File: config.mk
export PLATFORM = sky130hd
export DESIGN_NAME = qtcb_box_unit
export DESIGN_NICKNAME = d
export VERILOG_FILES = /design/src/hdl/qtcb_pkg.sv /design/src/hdl/qtcb_box_unit.sv
export SDC_FILE = /design/constraint.sdc
export NUM_CORES = 1
export LEC_CHECK = 0
export ABC_AREA = 1
export BUFFER_PORTS_ARGS = -buffer_cell sky130_fd_sc_hd__buf_2
export CAP_MARGIN = 25
export CORE_MARGIN = 2
export CORE_UTILIZATION = 31
export CTS_BUF_LIST = sky130_fd_sc_hd__clkbuf_8
export CTS_CLUSTER_SIZE = 25
export DETAILED_ROUTE_END_ITERATION = 7
export GPL_ROUTABILITY_DRIVEN = 1
export RECOVER_POWER = 50
export SLEW_MARGIN = 10
export SYNTH_ARGS = -nofsm -noshare
export SYNTH_HDL_FRONTEND = slang
export SYNTH_SLANG_ARGS = --single-unit
File: constraint.sdc
create_clock -name clk -period 7.6 [get_ports clk]
set_clock_uncertainty 0.05 [all_clocks]
set_input_delay 1.14 -clock clk [delete_from_list [all_inputs] [get_ports clk]]
set_output_delay 1.14 -clock clk [all_outputs]
set_load 0.05 [all_outputs]
File: src/hdl/qtcb_pkg.sv
`default_nettype none
package qtcb_pkg;

  // cfg register indexes
  localparam logic REG_SPAN_LIMIT = 1'b0;
  localparam logic REG_MIN_COUNT  = 1'b1;

  typedef enum logic [3:0] {
    ST_LOAD,
    ST_ZFILL,
    ST_ROUND,
    ST_SEED,
    ST_SEEDRD,
    ST_SCAN,
    ST_CHKRD,
    ST_CHK,
    ST_COMMIT,
    ST_NEXTSEED,
    ST_ASSIGN,
    ST_LABEL,
    ST_EMIT,
    ST_DONE
  } state_t;

  // Compare unit request / response
  typedef struct packed {
    logic        init;   // load box from coordinate
    logic        check;  // evaluate coordinate against box
    logic        commit; // apply widened bounds
  } box_ctl_t;

  typedef struct packed {
    logic        enclosed;
    logic        fits;
  } box_sts_t;

endpackage
`default_nettype wire

File: src/hdl/qtcb_box_unit.sv
`default_nettype none
// Box bounds and one shared compare/span unit, one dimension per cycle.
module qtcb_box_unit #(
  parameter int DIM = 4
) (
  input  wire                    clk,
  input  wire [$clog2(DIM+1)-1:0] dim_sel,
  input  wire signed [15:0]      coord,
  input  wire [15:0]             span_limit,
  input  wire qtcb_pkg::box_ctl_t ctl,
  input  wire                    clr_acc,
  output qtcb_pkg::box_sts_t     sts
);
  import qtcb_pkg::*;

  localparam int DW = (DIM > 1) ? $clog2(DIM) : 1;

  logic signed [15:0] lo_r [DIM];
  logic signed [15:0] hi_r [DIM];
  logic signed [15:0] nlo_r [DIM];
  logic signed [15:0] nhi_r [DIM];
  logic enclosed_r, fits_r;
  logic signed [15:0] cur_lo, cur_hi, new_lo, new_hi;
  logic [16:0] span;
  logic [DW-1:0] di;

  assign di     = dim_sel[DW-1:0];
  assign cur_lo = lo_r[di];
  assign cur_hi = hi_r[di];
  assign new_lo = (coord < cur_lo) ? coord : cur_lo;
  assign new_hi = (coord > cur_hi) ? coord : cur_hi;
  assign span   = 17'({new_hi[15], new_hi} - {new_lo[15], new_lo});

  always_ff @(posedge clk) begin
    if (clr_acc) begin
      enclosed_r <= 1'b1;
      fits_r     <= 1'b1;
    end else if (ctl.check) begin
      if (coord < cur_lo || coord > cur_hi) enclosed_r <= 1'b0;
      if (span > {1'b0, span_limit}) fits_r <= 1'b0;
      nlo_r[di] <= new_lo;
      nhi_r[di] <= new_hi;
    end
    if (ctl.init) begin
      lo_r[di] <= coord;
      hi_r[di] <= coord;
    end
    if (ctl.commit) begin
      for (int d = 0; d < DIM; d++) begin
        lo_r[d] <= nlo_r[d];
        hi_r[d] <= nhi_r[d];
      end
    end
  end

  assign sts.enclosed = enclosed_r;
  assign sts.fits     = fits_r;
endmodule
`default_nettype wire

==> results of run 1 <==
[logic make-up after synthesis]
logic type | count (synthesis) | synth area share (%)
AO/OA/AOI/OAI | 155 | 8.66
AND/OR/NAND/NOR | 456 | 15.6
adder cells (fa/ha/maj) | 63 | 6.65
XOR/XNOR | 14 | 1.02
flip-flops | 258 | 64.5
buffers and inverters | 111 | 3.55
[synthesized netlist by cell type, drive strengths merged]
library cell  count
nand2           388
edfxtp          256
inv              77
ha               62
o21ai            48
a21oi            31
nor2             30
clkbuf           29
a221oi           28
a22o             27
nand3            21
xor2             11
nand4             9
a22oi             7
buf               5
a211oi            4
o21bai            3
xnor2             3
a21o              2
and2              2
dfxtp             2
nand3b            2
nor3              2
a21boi            1
a31oi             1
and3              1
fa                1
o211ai            1
o21a              1
o221a             1
or4               1
[worst max-delay path: cells and delay by family]
| family | cells | cell delay, ps |
|---|---|---|
| compound gates | 13 | 2400 |
| simple gates | 11 | 1780 |
| fa+ha+maj | 3 | 1050 |
| buf+inv | 5 | 760 |
| xor+xnor | 1 | 170 |
[cell type report]
type                            count  area [um^2]  area share (%)
Timing Repair Buffer               69          428            3.13
Clock inverter                     33          195            1.43
Sequential cell                   258         7730            56.6
Multi-Input combinational cell    688         3840            28.1
Tap cell                          511          639            4.68
Inverter                           77          289            2.12
Clock buffer                       39          537            3.93
[worst paths after layout]
kind | from | end | slack [ps]
setup / recovery | dim_sel[1] | fits_r | 750
hold / removal | enclosed_r | enclosed_r | 400
setup reg to reg | hi_r[0][9] | fits_r | 1480
hold reg to reg | enclosed_r | enclosed_r | 400
[metal layers]
| layer | global-route usage (%) | routed length (um) | up-vias |
|---|---|---|---|
| li1 | - | - | 3879 |
| met5 | 0 | 0 | - |
| met2 | 25.5 | 14300 | 165 |
| met1 | 17.0 | 11800 | 3684 |
| met3 | 2.21 | 1100 | 30 |
| met4 | 3.33 | 375 | 0 |
[per-stage QoR]
| step | area (um^2) | instances | power, mW |
|---|---|---|---|
| floorplan | 12000 | 1057 | 2.42 |
| global placement | 13000 | 1601 | 2.72 |
| detailed placement | 13000 | 1603 | 2.75 |
| CTS | 13800 | 1675 | 3.81 |
| global route | 13700 | 1675 | 4.01 |
| finish | 13700 | 1675 | 3.78 |
[flip-flops by register name (all words and copies together), names as in the netlist]
name	flops
fits_r	1
lo_r	64
hi_r	64
nhi_r	64
nlo_r	64
enclosed_r	1
[where the power goes]
| group | total, mW | internal, mW | switching [mW] |
|---|---|---|---|
| logic | 0.985 | 0.340 | 0.645 |
| registers | 1.72 | 1.70 | 0.0198 |
| clock network | 1.07 | 0.551 | 0.517 |
==> run_results.csv, run 1 <==
group,metric,value,unit
worst_setup_path,rr_worst_depth,28,
route,drt_iter0_markers,620,
route,vias,7758,
final_layout,drive_gt1_share,11.6,%
worst_setup_path,slowest_delay,550,ps
clock_tree,clock_latency,540,ps
route,avgViaCountPerCell,4.63,
synthesis,synth_cell_types,39,
final_layout,area_delta_synth_final,14.1,%
place,io_buffers,40,
clock_tree,numCtsBuffers,39,
place,gp_congestion,0.771,
worst_setup_path,crit_path_frequent_cell,"nand2_1",
route,drc,0,
synthesis,synth_seq_cells,258,
global_routing,grtUsageTotal,13.9,%
synthesis,syn_inst,1057,
die,num_io_pins,42,
route,finalWirelength,27.6,mm
synthesis,yosys_warnings,0,
synthesis,avgSynthCellArea,11.3,um^2
power,leakage,5.74,nW
power,p_per_area,276,mW/mm^2
final_layout,utilization,36.1,%
global_routing,grt-ovfl-total,0,
route,first_pass_iters,7,
worst_setup_path,critPathArrivalTime,7280,ps
status,status,"finished, violations left",
global_routing,antenna_found_initial,0,
synthesis,syn-cell-area,0.0120,mm^2
clock_tree,cts_tree,"yes",
worst_setup_path,start_kind,"input port",
timing,final-hold-violation-count,0,
clock_tree,post_cts_buffers,0,
global_routing,grt_pass1_vias,7762,
clock_tree,cts_sinks,258,
worst_setup_path,cp_max_fo,9,
synthesis,yosysTopAreaCellShare,64.2,%
die,start_util,31.6,%
clock_tree,cts_resized,0,
hold_path,hold_class,"reg2reg",
final_layout,antennaDiodeCount,0,
die,fp.coreArea,0.0378,mm^2
worst_setup_path,cp-end-kind,"flip-flop",
final_layout,fillers,3783,
timing,fmaxAchievable,0.146,GHz
die,fp-row-count,71,
worst_setup_path,crit_path_top_delay_cell,"or4_1",
timing,fin_crit,6850,ps
final_layout,mostFrequentLayoutCells,"373 x nand2_1, 256 x edfxtp_1, 88 x inv_1",
die,die_x,201,um
job,maxCapViolations,6,
timing,rsz0062_at_grt,"no",
hold_path,whs_path_depth,2,
worst_setup_path,timing_worst_setup_path_type,"in2reg",
synthesis,synthTopCellsByArea,"edfxtp_1 64%, nand2_1 12%, ha_1 6.5%, inv_1 2.3%, a221oi_1 2.0%",
synthesis,seq_area_frac_synth,64.5,%
timing,fin_crit_sh,90.2,%
die,die_h,201,um
timing,holdWs,402,ps
synthesis,synth_nets,1160,
clock_tree,ctsHoldBuffers,0,
final_layout,fin_nets,1236,
global_routing,grt_pass1_wl,43.2,mm
final_layout,layout_commonest_cell,"nand2_1",
global_routing,grt_max_degree,81,
route,ant_nets,0,
status,violations,"capacitance limit, slew limit",
power,irDropWorstVdd,0.000125,V
timing,setup_ws,747,ps
place,dp_hpwl,18.9,mm
timing,drv_slew,145,
worst_setup_path,cp.required,8030,ps
clock_tree,clk_pin_slew,60,ps
clock_tree,htree_num_levels,2,
timing,tightest_slew,2320,ps
clock_tree,clockBufferDepth,3,
timing,slew_headroom,-54.5,%
route,post_drt_wl_per_cell,16.5,um
place,place_worst_setup_slack,90.2,ps
clock_tree,cts-root-buf,"clkbuf_8",
die,die-area,0.0402,mm^2
timing,setup_tns,0,ps
timing,setup_viol,0,
synthesis,synth_largest_area_cell,"edfxtp_1",
Note: power is estimated with default switching activity, not from simulation.
==> run 2, diff against run 1 <==
--- a/config.mk
+++ b/config.mk
@@ -9,5 +9,4 @@
 export BUFFER_PORTS_ARGS = -buffer_cell sky130_fd_sc_hd__buf_2
 export CAP_MARGIN = 25
-export CORE_MARGIN = 2
 export CORE_UTILIZATION = 31
 export CTS_BUF_LIST = sky130_fd_sc_hd__clkbuf_8
--- a/constraint.sdc
+++ b/constraint.sdc
@@ -3,3 +3,3 @@
 set_input_delay 1.14 -clock clk [delete_from_list [all_inputs] [get_ports clk]]
 set_output_delay 1.14 -clock clk [all_outputs]
-set_load 0.05 [all_outputs]
+set_load 0.005 [all_outputs]
==> run 2 against run 1 <==
- the flow still finishes with violations (capacitance limit, slew limit)
- sequential share of layout area is 0.97 points lower
- sequential cell count is the same
- first-iteration DRC count shrank 19%
- largest cell class unchanged
- worst hold slack worse by 4.5 ps
- highest routed layer unchanged
- via count up 1.9%
- combinational power hardly changed
- non-clock buffer count rose by 15
- critical endpoint unchanged
==> run_results.csv, run 2 (synthesis gave the netlist of run 1 again) <==
group,metric,value,unit
status,status,"finished, violations left",
status,violations,"capacitance limit, slew limit",
worst_setup_path,slowest_delay,540,ps
worst_setup_path,cp_max_fo,32,
die,die-area,0.0394,mm^2
route,ant_nets,0,
worst_setup_path,r2r_setup_slack,1600,ps
clock_tree,clockBufferDepth,3,
timing,setup_tns,0,ps
route,post_drt_wl_per_cell,16.6,um
global_routing,grt-ovfl-total,0,
route,avgViaCountPerCell,4.66,
die,die_x,199,um
worst_setup_path,timing_worst_setup_path_type,"in2reg",
route,vias,7903,
global_routing,grt_pass1_wl,42.9,mm
route,first_pass_iters,7,
job,maxCapViolations,5,
place,io_buffers,40,
clock_tree,numCtsBuffers,42,
clock_tree,ctsHoldBuffers,0,
clock_tree,cts-root-buf,"clkbuf_8",
worst_setup_path,start_kind,"input port",
final_layout,mostFrequentLayoutCells,"373 x nand2_1, 256 x edfxtp_1, 82 x inv_1",
place,gp_congestion,0.782,
route,drt_iter0_markers,502,
power,leakage,5.84,nW
timing,rsz0062_at_grt,"no",
timing,drv_slew,139,
timing,fin_crit_sh,89.0,%
power,power.share.sequential,43.8,%
timing,slew_headroom,-58.5,%
die,num_io_pins,42,
hold_path,hold_class,"reg2reg",
clock_tree,post_cts_buffers,0,
final_layout,fin_nets,1254,
power,power_frac_comb,25.6,%
timing,tightest_slew,2380,ps
die,start_util,31.6,%
power,irDropWorstVdd,0.000158,V
power,clockPowerShare,30.6,%
clock_tree,clk_pin_slew,60,ps
power,power.switching,1.21,mW
die,die_h,199,um
global_routing,grt_max_degree,81,
clock_tree,htree_num_levels,2,
final_layout,area_delta_synth_final,16.1,%
final_layout,antennaDiodeCount,0,
final_layout,drive_gt1_share,13.2,%
route,drc,0,
power,power,3.93,mW
final_layout,layout_commonest_cell,"nand2_1",
timing,fin_crit,6770,ps
power,p_per_area,283,mW/mm^2
final_layout,fillers,3748,
global_routing,antenna_found_initial,0,
clock_tree,cts_resized,0,
clock_tree,cts_sinks,258,
global_routing,grtUsageTotal,14.5,%
worst_setup_path,critPathArrivalTime,7200,ps
power,p_sw_share,30.7,%
worst_setup_path,cp-end-kind,"flip-flop",
clock_tree,clock_latency,550,ps
timing,final-hold-violation-count,0,
die,fp-row-count,71,
timing,setup_viol,0,
place,place_worst_setup_slack,436,ps
worst_setup_path,crit_path_top_delay_cell,"o21ai_0",
power,intPower,2.72,mW
timing,setup_ws,834,ps
place,dp_hpwl,18.8,mm
worst_setup_path,cp.required,8030,ps
route,finalWirelength,28.1,mm
timing,fmaxAchievable,0.148,GHz
clock_tree,cts_tree,"yes",
global_routing,grt_pass1_vias,7743,
die,fp.coreArea,0.0378,mm^2
## run 2: changes by cell type in the layout (fill, tap and decap cells not counted), sizes merged
cell	previous run	this run
bufinv	2	4
inv	91	86
buf	59	73
clkbuf	49	53
clkinv	14	19
## run 2: path summary, 6_finish.rpt
check,start,end,cells past startpoint
setup / recovery,dim_sel[0],fits_r,27
hold / removal,enclosed_r,enclosed_r,2
setup reg to reg,hi_r[0][3],fits_r,24
hold reg to reg,enclosed_r,enclosed_r,2
## run 2: cell type report
| cell class | instances | area (um^2) | share of cell area [%] |
|---|---|---|---|
| Clock buffer | 42 | 578 | 4.16 |
| Multi-Input combinational cell | 688 | 3860 | 27.8 |
| Timing Repair Buffer | 84 | 539 | 3.88 |
| Inverter | 77 | 289 | 2.08 |
| Tap cell | 511 | 639 | 4.60 |
| Clock inverter | 35 | 263 | 1.89 |
| Sequential cell | 258 | 7730 | 55.6 |
## run 2: critical path, delay by kind of cell
| kind | cells | cell delay [ps] |
|---|---|---|
| buffers and inverters | 4 | 750 |
| AOI/OAI and AO/OA | 10 | 2310 |
| adders and majority gates | 3 | 1110 |
| and+or+nand+nor | 9 | 1670 |
| xor gates and xnor gates | 1 | 190 |
## run 2: metal layers
metal | track usage, % | vias up | wire length, um
met5 | 0 | - | 0
met4 | 5.81 | 0 | 848
met3 | 1.93 | 62 | 1160
met2 | 25.7 | 170 | 13900
met1 | 17.9 | 3745 | 12200
li1 | - | 3926 | -
## run 2: metrics by stage
step / cell area (um^2) / util, % / hold WS, ps / std cells
detailed placement: 13100 / 34.7 / 386 / 1618
floorplan: 12000 / - / 370 / 1057
CTS: 14000 / 36.9 / 398 / 1695
global placement: 13100 / 34.7 / 385 / 1618
global route: 13900 / 36.7 / 442 / 1695
finish: 13900 / 36.7 / 397 / 1695
## run 2: power by group through the flow
stage               clock, mW  combinational (mW)  sequential [mW]
floorplan                   0               0.656             1.75
global placement            0               0.986             1.75
detailed placement          0                1.01             1.75
CTS                      1.23                1.02             1.72
global route             1.29                1.13             1.73
finish                   1.20                1.01             1.72
==> run 3, diff against run 2 <==
Clock period 7.6 ns to 6.1 ns, I/O delays scaled along.
==> run 3 against run 2 <==
- the flow still finishes with violations (capacitance limit, slew limit)
- largest cell class unchanged
- core utilization is 2.5 points higher
- register-to-register slack got worse by 900 ps
- highest routed layer unchanged
- critical path depth grew 2
- largest power group unchanged
- sequential share of layout area shrank 3.6 points
- sequential cell count is the same
- combinational power rose by 57%
- non-clock buffer count increased by 125
==> run_results.csv, run 3 (synthesis gave the netlist of run 1 again) <==
group,metric,value,unit
worst_setup_path,critPathArrivalTime,6290,ps
die,num_io_pins,42,
worst_setup_path,r2r_start,"hi_r[0][9]",
final_layout,drive_gt1_share,23.5,%
route,vias,8350,
timing,slew_headroom,-60.0,%
worst_setup_path,crit_path_frequent_cell,"buf_4",
place,placedCellCount,1743,
worst_setup_path,slowest_delay,580,ps
power,power.switching,1.57,mW
worst_setup_path,cp_max_fo,17,
global_routing,grt-ovfl-total,0,
die,start_util,31.6,%
place,gp_congestion,0.843,
clock_tree,htree_num_levels,2,
die,fp.coreArea,0.0378,mm^2
final_layout,area_delta_synth_final,24.1,%
die,fp-row-count,71,
hold_path,hold_class,"reg2reg",
power,intPower,3.52,mW
final_layout,mostFrequentLayoutCells,"373 x nand2_1, 256 x edfxtp_1, 160 x buf_4",
timing,tightest_slew,2400,ps
clock_tree,numCtsBuffers,40,
global_routing,grt_max_degree,73,
route,drt_iter0_markers,619,
status,violations,"capacitance limit, slew limit",
worst_setup_path,timing_worst_setup_path_type,"in2reg",
global_routing,grtUsageTotal,15.5,%
final_layout,layout_commonest_cell,"nand2_1",
die,die_x,199,um
hold_path,worstHoldStart,"enclosed_r",
power,clockPowerShare,26.4,%
worst_setup_path,cp.required,6520,ps
status,status,"finished, violations left",
route,post_drt_wl_per_cell,16.4,um
clock_tree,ctsHoldBuffers,0,
timing,drv_slew,182,
clock_tree,cts-root-buf,"clkbuf_8",
worst_setup_path,cp-end-kind,"flip-flop",
power,leakage,6.47,nW
worst_setup_path,r2r_setup_slack,700,ps
power,power.share.sequential,42.3,%
worst_setup_path,crit_path_top_delay_cell,"or4_1",
clock_tree,post_cts_buffers,0,
timing,fmaxAchievable,0.170,GHz
route,finalWirelength,29.8,mm
global_routing,antenna_found_initial,0,
worst_setup_path,r2r-end,"fits_r",
worst_setup_path,worstSetupStartpoint,"dim_sel[0]",
route,avgViaCountPerCell,4.60,
power,power,5.08,mW
place,io_buffers,40,
global_routing,grt_pass1_vias,8230,
global_routing,grt_pass1_wl,45.7,mm
route,drc,0,
route,first_pass_iters,5,
timing,fin_crit,5870,ps
power,p_sw_share,30.8,%
power,p_per_area,342,mW/mm^2
worst_setup_path,start_kind,"input port",
power,power_frac_comb,31.4,%
job,maxCapViolations,9,
route,ant_nets,0,
clock_tree,clk_pin_slew,60,ps
timing,final-hold-violation-count,0,
clock_tree,clockBufferDepth,3,
final_layout,fin_cells,1816,
final_layout,fin_nets,1377,
timing,fin_crit_sh,96.2,%
worst_setup_path,rr_worst_depth,25,
place,dp_hpwl,20.5,mm
clock_tree,clock_latency,540,ps
timing,setup_viol,0,
worst_setup_path,crit_end,"fits_r",
power,irDropWorstVdd,0.000177,V
clock_tree,cts_tree,"yes",
die,die-area,0.0394,mm^2
clock_tree,cts_sinks,258,
die,die_h,199,um
==> run 3: routing by layer <==
layer / up-vias / global-route usage (%) / wire length (um)
met4: 0 / 5.50 / 711
met5: - / 0 / 0
met2: 191 / 27.4 / 14800
met3: 55 / 1.97 / 1390
met1: 3938 / 19.3 / 12800
li1: 4166 / - / -
==> run 3: worst min-delay path by stage <==
stage / depth (start not counted) / end / slack [ps]
2_1_floorplan: 2 / enclosed_r / 370
3_3_place_gp: 2 / enclosed_r / 380
3_5_place_dp: 2 / enclosed_r / 390
4_1_cts: 2 / enclosed_r / 400
5_1_grt: 2 / enclosed_r / 420
6_report: 2 / enclosed_r / 400
==> run 3: what timing repair did <==
item / CTS / global route
resized for setup: 5 / 31
pin swaps: 0 / 3
endpoints found under the setup margin: 1 / 1
==> run 3: layout make-up <==
class	count	area, um^2
multi-input combinational	688	3980
sequential	258	7730
fill	3695	23000
timing repair buffer	209	1500
clock buffer	42	578
clock inverter	30	154
antenna	1	2.50
tap	511	639
inverter	77	292
==> run 3: critical path: cells and delay by family <==
kind | cells | cell delay [ps]
xor gates and xnor gates | 1 | 180
buffers and inverters | 8 | 1120
adders and majority gates | 3 | 910
AOI/OAI and AO/OA | 7 | 1190
and+or+nand+nor | 10 | 1950
==> run 3: power groups by stage <==
stage / Sequential [mW] / Combinational, mW / Clock (mW)
finish: 2.15 / 1.59 / 1.34
detailed placement: 2.18 / 1.54 / 0
CTS: 2.15 / 1.57 / 1.37
floorplan: 2.18 / 0.817 / 0
global route: 2.15 / 1.78 / 1.44
global placement: 2.18 / 1.51 / 0
==> run 3: stage by stage <==
step                      utilization, %  worst slack (ps)  instance area [um^2]  hold WS (ps)  TNS, ps
after global routing                39.3             -23.8                 14900           422    -23.8
after floorplan                        -              22.0                 12000           370        0
after detailed placement            37.2              -671                 14100           386     -671
after CTS                           39.1              12.6                 14800           399        0
after global placement              37.2              -609                 14100           380     -609
final                               39.3               233                 14900           396        0
